[config.mk]
export PLATFORM = sky130hd
export DESIGN_NAME = motion_inactivity_lost_tracker_flat
export DESIGN_NICKNAME = d
export VERILOG_FILES = /design/src/mit_pkg.sv /design/src/mit_if.sv /design/src/mit_cfg.sv /design/src/mit_step.sv /design/src/motion_inactivity_lost_tracker.sv /design/src/flat_wrapper.sv
export SDC_FILE = /design/constraint.sdc
export NUM_CORES = 1
export LEC_CHECK = 0
export BUFFER_PORTS_ARGS = -buffer_cell sky130_fd_sc_hd__buf_2
export CAP_MARGIN = 25
export CORE_ASPECT_RATIO = 2
export CORE_UTILIZATION = 35
export DETAILED_ROUTE_END_ITERATION = 7
export GPL_ROUTABILITY_DRIVEN = 1
export PLACE_DENSITY = 0.62
export SKIP_CTS_REPAIR_TIMING = 1
export SLEW_MARGIN = 15
export SYNTH_ARGS = -nofsm -noshare
export SYNTH_HDL_FRONTEND = slang
export SYNTH_SLANG_ARGS = --single-unit
export TNS_END_PERCENT = 5
[constraint.sdc]
create_clock -name clk -period 26 [get_ports clk]
set_clock_uncertainty 0.05 [all_clocks]
set_input_delay 2.6 -clock clk [delete_from_list [all_inputs] [get_ports clk]]
set_output_delay 2.6 -clock clk [all_outputs]
set_load 0.02 [all_outputs]
[src/mit_pkg.sv]
package mit_pkg;

	typedef enum logic [1:0] {
		REG_MOTION_LIMIT       = 2'd0,
		REG_LOST_THRESHOLD     = 2'd1,
		REG_REPORT_INTERVAL    = 2'd2,
		REG_SECONDS_PER_REPORT = 2'd3
	} reg_index_t;

	localparam logic [15:0] MOTION_LIMIT_RESET       = 16'd1200;
	localparam logic [15:0] LOST_THRESHOLD_RESET     = 16'd600;
	localparam logic [15:0] REPORT_INTERVAL_RESET    = 16'd100;
	localparam logic [7:0]  SECONDS_PER_REPORT_RESET = 8'd10;

	localparam logic [15:0] COUNT_MAX = 16'hFFFF;
	localparam logic [31:0] TIME_MAX  = 32'hFFFF_FFFF;

	typedef struct packed {
		logic signed [15:0] accel_x;
		logic signed [15:0] accel_y;
		logic signed [15:0] accel_z;
	} in_item_t;

	typedef struct packed {
		logic        moving;
		logic        lost_active;
		logic        entered_lost;
		logic        left_lost;
		logic        report_due;
		logic [31:0] seconds_lost;
	} out_item_t;

	typedef struct packed {
		logic [15:0] motion_limit;
		logic [15:0] lost_threshold;
		logic [15:0] report_interval;
		logic [7:0]  seconds_per_report;
	} cfg_t;

	typedef struct packed {
		logic [15:0] prev_x;
		logic [15:0] prev_y;
		logic [15:0] prev_z;
		logic        reference_loaded;
		logic [15:0] still_count;
		logic        lost_flag;
		logic [15:0] interval_count;
		logic [31:0] lost_time;
	} track_state_t;

endpackage

[src/mit_if.sv]
interface mit_in_if
	import mit_pkg::*;
();
	logic     valid;
	logic     ready;
	in_item_t data;

	modport source (output valid, output data, input ready);
	modport sink (input valid, input data, output ready);
endinterface

interface mit_out_if
	import mit_pkg::*;
();
	logic      valid;
	logic      ready;
	out_item_t data;

	modport source (output valid, output data, input ready);
	modport sink (input valid, input data, output ready);
endinterface

[src/mit_cfg.sv]
module mit_cfg
	import mit_pkg::*;
(
	input  logic        clk,
	input  logic        arst_n,
	input  logic        cfg_we,
	input  logic [1:0]  cfg_addr,
	input  logic [15:0] cfg_wdata,
	output cfg_t        cfg
);

	cfg_t cfg_q;

	always_ff @(posedge clk or negedge arst_n) begin
		if (!arst_n) begin
			cfg_q.motion_limit       <= MOTION_LIMIT_RESET;
			cfg_q.lost_threshold     <= LOST_THRESHOLD_RESET;
			cfg_q.report_interval    <= REPORT_INTERVAL_RESET;
			cfg_q.seconds_per_report <= SECONDS_PER_REPORT_RESET;
		end else if (cfg_we) begin
			unique case (reg_index_t'(cfg_addr))
				REG_MOTION_LIMIT:       cfg_q.motion_limit       <= cfg_wdata;
				REG_LOST_THRESHOLD:     cfg_q.lost_threshold     <= cfg_wdata;
				REG_REPORT_INTERVAL:    cfg_q.report_interval    <= cfg_wdata;
				REG_SECONDS_PER_REPORT: cfg_q.seconds_per_report <= cfg_wdata[7:0];
				default: ;
			endcase
		end
	end

	assign cfg = cfg_q;

endmodule

[src/mit_step.sv]
module mit_step
	import mit_pkg::*;
(
	input  cfg_t         cfg,
	input  track_state_t st,
	input  in_item_t     sample,
	output track_state_t st_next,
	output out_item_t    res
);

	function automatic logic [16:0] abs_diff(input logic [15:0] a, input logic [15:0] b);
		logic signed [16:0] d;
		begin
			d = {a[15], a} - {b[15], b};
			abs_diff = d[16] ? 17'(-d) : 17'(d);
		end
	endfunction

	logic        still;
	logic [15:0] lthr;
	logic [15:0] rint;
	logic [32:0] sum;

	always_comb begin
		st_next = st;
		res     = '0;
		sum     = '0;
		lthr    = (cfg.lost_threshold == 16'd0) ? 16'd1 : cfg.lost_threshold;
		rint    = (cfg.report_interval == 16'd0) ? 16'd1 : cfg.report_interval;
		still   = (abs_diff(sample.accel_x, st.prev_x) < {1'b0, cfg.motion_limit})
			&& (abs_diff(sample.accel_y, st.prev_y) < {1'b0, cfg.motion_limit})
			&& (abs_diff(sample.accel_z, st.prev_z) < {1'b0, cfg.motion_limit});

		if (st.reference_loaded) begin
			if (still) begin
				if (st.still_count != COUNT_MAX)
					st_next.still_count = st.still_count + 16'd1;
			end else begin
				res.moving          = 1'b1;
				st_next.still_count = '0;
				if (st.lost_flag) begin
					st_next.lost_flag      = 1'b0;
					st_next.interval_count = '0;
					st_next.lost_time      = '0;
					res.left_lost          = 1'b1;
				end
			end
			if (st_next.still_count >= lthr && !st_next.lost_flag) begin
				st_next.lost_flag = 1'b1;
				res.entered_lost  = 1'b1;
			end
			if (st_next.lost_flag) begin
				if (st_next.interval_count != COUNT_MAX)
					st_next.interval_count = st_next.interval_count + 16'd1;
				if (st_next.interval_count >= rint) begin
					sum = {1'b0, st_next.lost_time} + {25'd0, cfg.seconds_per_report};
					st_next.lost_time      = sum[32] ? TIME_MAX : sum[31:0];
					st_next.interval_count = '0;
					res.report_due         = 1'b1;
					res.seconds_lost       = st_next.lost_time;
				end
			end
		end
		res.lost_active          = st_next.lost_flag;
		st_next.reference_loaded = 1'b1;
		st_next.prev_x           = sample.accel_x;
		st_next.prev_y           = sample.accel_y;
		st_next.prev_z           = sample.accel_z;
	end

endmodule

[src/motion_inactivity_lost_tracker.sv]
// Motion inactivity / lost tracker.
// sample: one three-axis accelerometer item per handshake (valid/ready).
// result: one status item per sample: moving, lost_active, entered_lost,
//   left_lost, report_due and seconds_lost (nonzero only with report_due).
// cfg_we/cfg_addr/cfg_wdata: register writes, taken at any edge with
//   cfg_we high; write only while no item is in flight.
// Path: an accepted sample is captured in the input register, then the
//   tracker update writes its result into the result register.
// Throughput: one item per cycle while result.ready stays high; the tracker
//   state update is combinational compare and increment logic, so
//   consecutive samples follow back to back.
// Stall: while the result is not taken, one more sample is held in the
//   input register; then ready drops until the result drains.
// Reset: clears the tracker state and loads register defaults; the first
//   sample after reset only loads the reference and yields an all-zero
//   result.
module motion_inactivity_lost_tracker
	import mit_pkg::*;
(
	input  logic        clk,
	input  logic        arst_n,
	mit_in_if.sink      sample,
	mit_out_if.source   result,
	input  logic        cfg_we,
	input  logic [1:0]  cfg_addr,
	input  logic [15:0] cfg_wdata
);

	cfg_t         cfg;
	track_state_t state_q;
	track_state_t state_next;
	out_item_t    res_next;

	logic         valid_s1;
	in_item_t     item_s1;
	logic         out_valid_q;
	out_item_t    out_q;
	logic         advance;

	mit_cfg u_cfg (
		.clk       (clk),
		.arst_n    (arst_n),
		.cfg_we    (cfg_we),
		.cfg_addr  (cfg_addr),
		.cfg_wdata (cfg_wdata),
		.cfg       (cfg)
	);

	mit_step u_step (
		.cfg     (cfg),
		.st      (state_q),
		.sample  (item_s1),
		.st_next (state_next),
		.res     (res_next)
	);

	assign advance      = valid_s1 && (!out_valid_q || result.ready);
	assign sample.ready = !valid_s1 || advance;

	always_ff @(posedge clk or negedge arst_n) begin
		if (!arst_n) begin
			valid_s1    <= 1'b0;
			out_valid_q <= 1'b0;
			state_q     <= '0;
		end else begin
			if (sample.ready)
				valid_s1 <= sample.valid;
			if (advance) begin
				out_valid_q <= 1'b1;
				state_q     <= state_next;
			end else if (result.ready) begin
				out_valid_q <= 1'b0;
			end
		end
	end

	always_ff @(posedge clk) begin
		if (sample.valid && sample.ready)
			item_s1 <= sample.data;
		if (advance)
			out_q <= res_next;
	end

	assign result.valid = out_valid_q;
	assign result.data  = out_q;

	a_no_overrun: assert property (@(posedge clk) disable iff (!arst_n)
		!(valid_s1 && !advance && sample.valid && sample.ready))
		else $error("input item accepted over a held item");

	a_advance_fills: assert property (@(posedge clk) disable iff (!arst_n)
		advance |=> result.valid)
		else $error("result missing after advance");

	a_entered_lost: assert property (@(posedge clk) disable iff (!arst_n)
		(result.valid && result.data.entered_lost) |-> result.data.lost_active)
		else $error("entered lost without lost flag");

	a_left_lost: assert property (@(posedge clk) disable iff (!arst_n)
		(result.valid && result.data.left_lost)
			|-> (result.data.moving && !result.data.lost_active))
		else $error("left lost without movement");

endmodule
[src/flat_wrapper.sv]
// flat-port wrapper written by rule: the top's interface ports become plain ports
module motion_inactivity_lost_tracker_flat import mit_pkg::*;
  (clk, arst_n, cfg_we, cfg_addr, cfg_wdata, sample_valid, sample_data, sample_ready, result_valid, result_data, result_ready);
  mit_in_if sample_i ();
  mit_out_if result_i ();
  input  logic clk;
  input  logic arst_n;
  input  logic cfg_we;
  input  logic [1:0] cfg_addr;
  input  logic [15:0] cfg_wdata;
  input wire logic [$bits(sample_i.valid)-1:0] sample_valid;
  input wire logic [$bits(sample_i.data)-1:0] sample_data;
  output wire logic [$bits(sample_i.ready)-1:0] sample_ready;
  output wire logic [$bits(result_i.valid)-1:0] result_valid;
  output wire logic [$bits(result_i.data)-1:0] result_data;
  input wire logic [$bits(result_i.ready)-1:0] result_ready;
  assign sample_i.valid = sample_valid;
  assign sample_i.data = sample_data;
  assign sample_ready = sample_i.ready;
  assign result_valid = result_i.valid;
  assign result_data = result_i.data;
  assign result_i.ready = result_ready;
  motion_inactivity_lost_tracker u_core (.clk(clk), .arst_n(arst_n), .sample(sample_i), .result(result_i), .cfg_we(cfg_we), .cfg_addr(cfg_addr), .cfg_wdata(cfg_wdata));
endmodule
After elaboration in Yosys (flattened, before gate mapping)
Cells that the tools add are included.
{"block": "word_totals", "wordCells": 91, "in_bits": 71, "register_bits": 257, "output_inout_bits": 39}
{"block": "op_classes", "addsub": 9, "n_eq_ne": 5, "muxes": 26, "order_cmp": 5, "n_reduce_logical": 22, "n_bitwise": 1}
{"cell": "2-to-1 mux 49 bit", "n": 3}
{"cell": "2-to-1 mux 48 bit", "n": 3}
{"cell": "2-to-1 mux 16 bit", "n": 8}
{"cell": "< comparator 17 x 16 -> 1 bit", "n": 3}
{"cell": "2-to-1 mux 17 bit", "n": 3}
{"cell": "negator 17 bit", "n": 3}
{"cell": "subtractor 16 x 16 -> 17 bit", "n": 3}
{"cell": "adder 32 x 8 -> 33 bit", "n": 1}
{"cell": "2-to-1 mux 33 bit", "n": 1}
{"cell": "adder 16 x 1 -> 16 bit, second input constant", "n": 2}
{"cell": ">= comparator 16 bit", "n": 2}
{"cell": "zero test 16 bit", "n": 2}
{"cell": "2-to-1 mux 32 bit", "n": 1}
{"cell": "inequality test 16 bit, second input constant", "n": 2}
{"cell": "AND reduction 2 bit", "n": 6}
{"cell": "2-to-1 mux 1 bit", "n": 7}
{"cell": "logical AND 1 bit", "n": 5}
{"cell": "== test 2 bit, second input constant", "n": 2}
{"cell": "zero test 1 bit", "n": 3}
{"cell": "AND reduction 3 bit", "n": 1}
{"cell": "== test 2 x 1 -> 1 bit, second input constant", "n": 1}
{"cell": "zero test 2 bit", "n": 1}
{"cell": "logical OR 1 bit", "n": 2}
{"cell": "nonzero test 2 bit", "n": 1}
{"cell": "other kinds (2)", "n": 2}

Logic depth before layout (Yosys ltp)
{"block": "logic_depth", "depth_word": 18, "depth_mapped": 47}

By module
A second synthesis with hierarchy kept.
{"block": "unflattened", "cells_unflattened": 1814, "hier_area_um2": 18226.2}
{"module": "mit_step", "cells_each": 1361, "area_each_um2": 9031.2, "seq_area_each_um2": 0.0, "n_inst": 1}
{"module": "motion_inactivity_lost_tracker", "cells_each": 334, "area_each_um2": 7070.5, "seq_area_each_um2": 5455.2, "n_inst": 1}
{"module": "mit_cfg", "cells_each": 119, "area_each_um2": 2124.5, "seq_area_each_um2": 1417.6, "n_inst": 1}

Worst setup path before layout
No wires, ideal clock.
{"block": "synth_timing", "path_type": "register to register", "startpoint": "register u_core.state_q[98] (netlist bit)", "endpoint": "register u_core.state_q[47] (netlist bit)", "synth_period_minus_slack_ns": 9.228, "stages_incl_launch_ff": 41, "setup_time_ns": 0.101, "path_buffers": 5, "path_slack_ns": 16.772, "required_time_ns": 25.849, "arrival_ns": 9.076, "path_cell_list": "dfrtp_1 > ha_1 > fa_1 > nand2b_1 > a211oi_1 > nor2_1 > o2111ai_1 > or4b_1 > or4b_4 > nand2_1 > xor2_1 > ha_1 > a21o_1 > a2111oi_0 > nand3_1 > nor4_1 > o31ai_4 > o21ai_2 > [... 5 more ...] > nor2b_1 > nand3_1 > nand4_1 > nor2_1 > and3_1 > clkbuf_1 > xnor2_1 > nor2_1 > ha_1 > a21o_1 > a21o_1 > a21oi_1 > o21ai_0 > a211oi_1 > clkbuf_1 > buf_1 > a31oi_1 > o32ai_1"}
{"block": "synth_between", "elab_chain_len": 15, "word_cells_on_any_way": 23}
{"item": "from (decl)", "line_no": "motion_inactivity_lost_tracker.sv:30", "source": "track_state_t state_q;"}
{"item": "from (signal assigned)", "line_no": "motion_inactivity_lost_tracker.sv:70", "source": "state_q <= state_next;"}
{"item": "subtractor 16 x 16 -> 17 bit *", "line_no": "mit_step.sv:14", "source": "d = {a[15], a} - {b[15], b};"}
{"item": "negator 17 bit", "line_no": "mit_step.sv:15", "source": "abs_diff = d[16] ? 17'(-d) : 17'(d);"}
{"item": "2-to-1 mux 17 bit *", "line_no": "mit_step.sv:15"}
{"item": "< comparator 17 x 16 -> 1 bit *", "line_no": "mit_step.sv:30", "source": "still = (abs_diff(sample.accel_x, st.prev_x) < {1'b0, cfg.motion_limit})"}
{"item": "logical AND 1 bit *", "line_no": "mit_step.sv:31", "source": "&& (abs_diff(sample.accel_y, st.prev_y) < {1'b0, cfg.motion_limit})"}
{"item": "logical AND 1 bit *", "line_no": "mit_step.sv:32", "source": "&& (abs_diff(sample.accel_z, st.prev_z) < {1'b0, cfg.motion_limit});"}
{"item": "2-to-1 mux 49 bit", "line_no": "mit_step.sv:35", "source": "if (still) begin"}
{"item": "2-to-1 mux 49 bit", "line_no": "mit_step.sv:34", "source": "if (st.reference_loaded) begin"}
{"item": "adder 16 x 1 -> 16 bit or inequality test 16 bit (tied branches)", "line_no": "mit_step.sv:54, mit_step.sv:53"}
{"item": "2-to-1 mux 16 bit", "line_no": "mit_step.sv:53", "source": "if (st_next.interval_count != COUNT_MAX)"}
{"item": "2-to-1 mux 16 bit", "line_no": "mit_step.sv:52", "source": "if (st_next.lost_flag) begin"}
{"item": "2-to-1 mux 16 bit", "line_no": "mit_step.sv:34"}
{"item": ">= comparator 16 bit", "line_no": "mit_step.sv:55", "source": "if (st_next.interval_count >= rint) begin"}
{"item": "2-to-1 mux 48 bit", "line_no": "mit_step.sv:55"}
{"item": "2-to-1 mux 48 bit *", "line_no": "mit_step.sv:52"}
Every way passes the cells marked *; elsewhere a longest branch is shown, timed or not. The select of a mux whose other input is x is not followed.
A chain may end at the register's enable or synchronous reset.

Final worst setup path
{"block": "layout_timing", "startpoint": "register u_core.state_q[98] (netlist bit)", "endpoint": "register u_core.state_q[30] (netlist bit)"}
The elaborated chain is that of the path after synthesis.

==> qor.csv <==
stage,metric,value,unit
global_routing,largest net degree at the start of global routing,87,
power_and_ir_drop,VDD IR max,60.30,uV
drt,detailed router's first-iteration violation count,583,
global_routing,number of global-route vias before repair,14346,
sta,Relative slew margins,31.47,%
setup_path,CP Max Fanout,59,
global_routing,initial antenna violation count,1,
cells_and_area,fin area,19150,um2
cells_and_area,nets,2136,
drt,vias per cell,5.448,
drt,Detail Route Antenna Nets,0,
setup_path,Crit. End Element,flip-flop,
drt,1st-pass router iterations,6,
global_routing,global-route wire length before repair,73.41,mm
placed_design,Final GP Congestion,0.9326,
sta,Setup TNS Final,0,ns
clocking,CTS tree,done,
placed_design,placed cells,2525,
synth,"FFs w/ async S/R, synth",66.93,%
cells_and_area,fill count,4775,
clocking,Sink Count,257,
clocking,Worst-path clk slew,0.06,ns
synth,post-synth cell types,82,
cells_and_area,Non-Filler Instances,2576,
synth,Post-Syn Area,16990,um2
synth,dominant synthesized flop cell,dfrtp_1,
global_routing,total grt overflow,0,
sta,Setup-failing EPs final,0,
floorplanning,I/O pins,110,
cells_and_area,"most common cell after layout, fill and taps aside",nand2_1,
floorplanning,Die X,157.8,um
setup_path,"Arr. time, crit path",11.31,ns
drt,DRC viols,0,
sta,Worst-Margin Slew,1.019,ns
synth,synthesized netlist cell count,1837,
hold_path,worst min-delay path class,reg -> reg,
clocking,H-tree levels,1,
placed_design,placed cell area,18190,um2
run,maxcap violations,0,
sta,Period minus WS final,10.89,ns
drt,final WL,46.65,mm
sta,final hold violations,0,
synth,syn_area_per_cell,9.247,um2
cells_and_area,area delta synth->final,12.75,%
floorplanning,Initial Utilization,35.65,%
clocking,CTS Buf Count,26,
setup_path,CP max stage cell,nor2_1,
global_routing,GR Util All Layers,19.14,%
sta,final worst-path cycle share,41.87,%
setup_path,Worst EP required,26.43,ns
drt,wire per inst,18.11,um
floorplanning,core outline area,47650,um2
power_and_ir_drop,PwrDens,82.22,nW/um2
power_and_ir_drop,Leakage,8.190,nW
cells_and_area,layout cells sized above 1,12.61,%
setup_path,Setup crit start kind,flip-flop,
placed_design,IO Port Bufs,109,
clocking,clock root cell,clkbuf_16,
floorplanning,# rows,113,
sta,Peak Freq,91.86,MHz
sta,Hold WS,0.4383,ns
setup_path,"slowest stage delay, CP",0.64,ns
floorplanning,die area,49470,um2
clocking,CTS Buffer Depth,3,
synth,Synth Register Bits,257,
drt,vias,14034,
cells_and_area,Layout Utilization,40.20,%
sta,count of pins over their slew limit,0,
synth,sequential area share after synthesis,40.46,%
placed_design,DP HPWL,36.51,mm
clocking,clock latency on the worst-skew pair,0.56,ns
synth,count of flip-flops with a built-in enable after synthesis,85,
synth,yosys warns,0,
floorplanning,Die Ht,313.6,um
setup_path,Setup Crit Path Kind,reg -> reg,
cells_and_area,most frequent cells in the layout,"177 x nand2_1, 159 x dfrtp_1, 148 x inv_1",
synth,synthesized net count,2050,
outcome,status,completed,
sta,RSZ-0062 raised after global routing,false,
## area by class of cell
type	count	area, um2	share of cell area (%)
diodes	1	2.502	0.01307
well taps	632	790.8	4.129
flip-flops and latches	257	6873	35.88
inverters	149	561.8	2.933
multi-input cells	1363	9304	48.58
clock buffers	34	743.2	3.880
repair buffers	126	688.2	3.593
clock inverters	14	190.2	0.9929
## logic make-up after synthesis
family          share of synthesized area, %
compound gates                         19.54
xor+xnor                               5.104
mux                                    3.160
buf+inv                                4.883
fa+ha+maj                              10.64
flops                                  40.46
simple gates                           16.22
## Yosys cell counts (20+ instances only)
cell type  instances  area [um2]
nand2_1          177       664.4
dfrtp_1          159        3979
inv_1            149       559.3
ha_1             138        1727
o21ai_0          136       680.7
nor2_1           115       431.7
a21oi_1          111       555.5
edfxtp_1          85        2552
nand3_1           62       310.3
xnor2_1           58       508.0
clkbuf_1          53       198.9
mux2_2            45       506.7
xor2_1            41       359.1
a21o_1            39       292.8
nor3_1            35       175.2
and2_1            25       156.4
nand4_1           24       150.1
nor2b_1           24       150.1
o31ai_1           24       180.2
a31oi_1           20       125.1
or3_1             20       125.1
## registers in the layout (all words and copies together) (netlist names)
register,flops
u_core.item_s1,48
u_core.result.valid,1
u_core.valid_s1,1
u_core.result.data,37
u_core.state_q,114
u_core.u_cfg.cfg,56
## path summary, 6_finish.rpt
check                      cells after the start  slack, ns                  end                from
max in group asynchronous                      3      21.90    u_core.state_q[1]              arst_n
min                                            1       0.44    u_core.state_q[0]   u_core.state_q[0]
max                                           38      15.11   u_core.state_q[30]  u_core.state_q[98]
max reg2reg                                   38      15.11   u_core.state_q[30]  u_core.state_q[98]
min reg2reg                                    1       0.44    u_core.state_q[0]   u_core.state_q[0]
min in group asynchronous                      1       1.91  u_core.result.valid              arst_n
## power by group
| part | total (mW) | leakage, nW | internal, mW | switching (mW) |
|---|---|---|---|---|
| Clock | 0.414 | 0.453 | 0.243 | 0.171 |
| Sequential | 0.521 | 2.97 | 0.481 | 0.0398 |
| Combinational | 0.640 | 4.76 | 0.256 | 0.384 |
| Total | 1.57 | 8.19 | 0.980 | 0.595 |
## per-stage QoR
stage                     power [mW]  setup WS (ns)
after global routing           1.685          14.13
after detailed placement       1.168          15.17
after floorplan               0.9926          16.77
after CTS                      1.591          15.13
after global placement         1.144          15.32
final                          1.575          15.11
## critical path, delay by kind of cell (launching register included)
family | cells | cell delay (ns)
simple gates | 18 | 4.67
compound gates | 10 | 2.89
fa+ha+maj | 5 | 1.41
buf+inv | 3 | 1.06
flops | 1 | 0.38
xor+xnor | 2 | 0.29
## metal layers
layer | wire [um] | track usage, % | vias up
met3 | 1394 | 1.709 | 158
met4 | 3267 | 13.53 | 0
li1 | - | - | 6855
met2 | 26280 | 38.23 | 324
met5 | 0 | 0 | -
met1 | 15710 | 17.37 | 6697
Note: power is estimated with default switching activity, not from simulation.
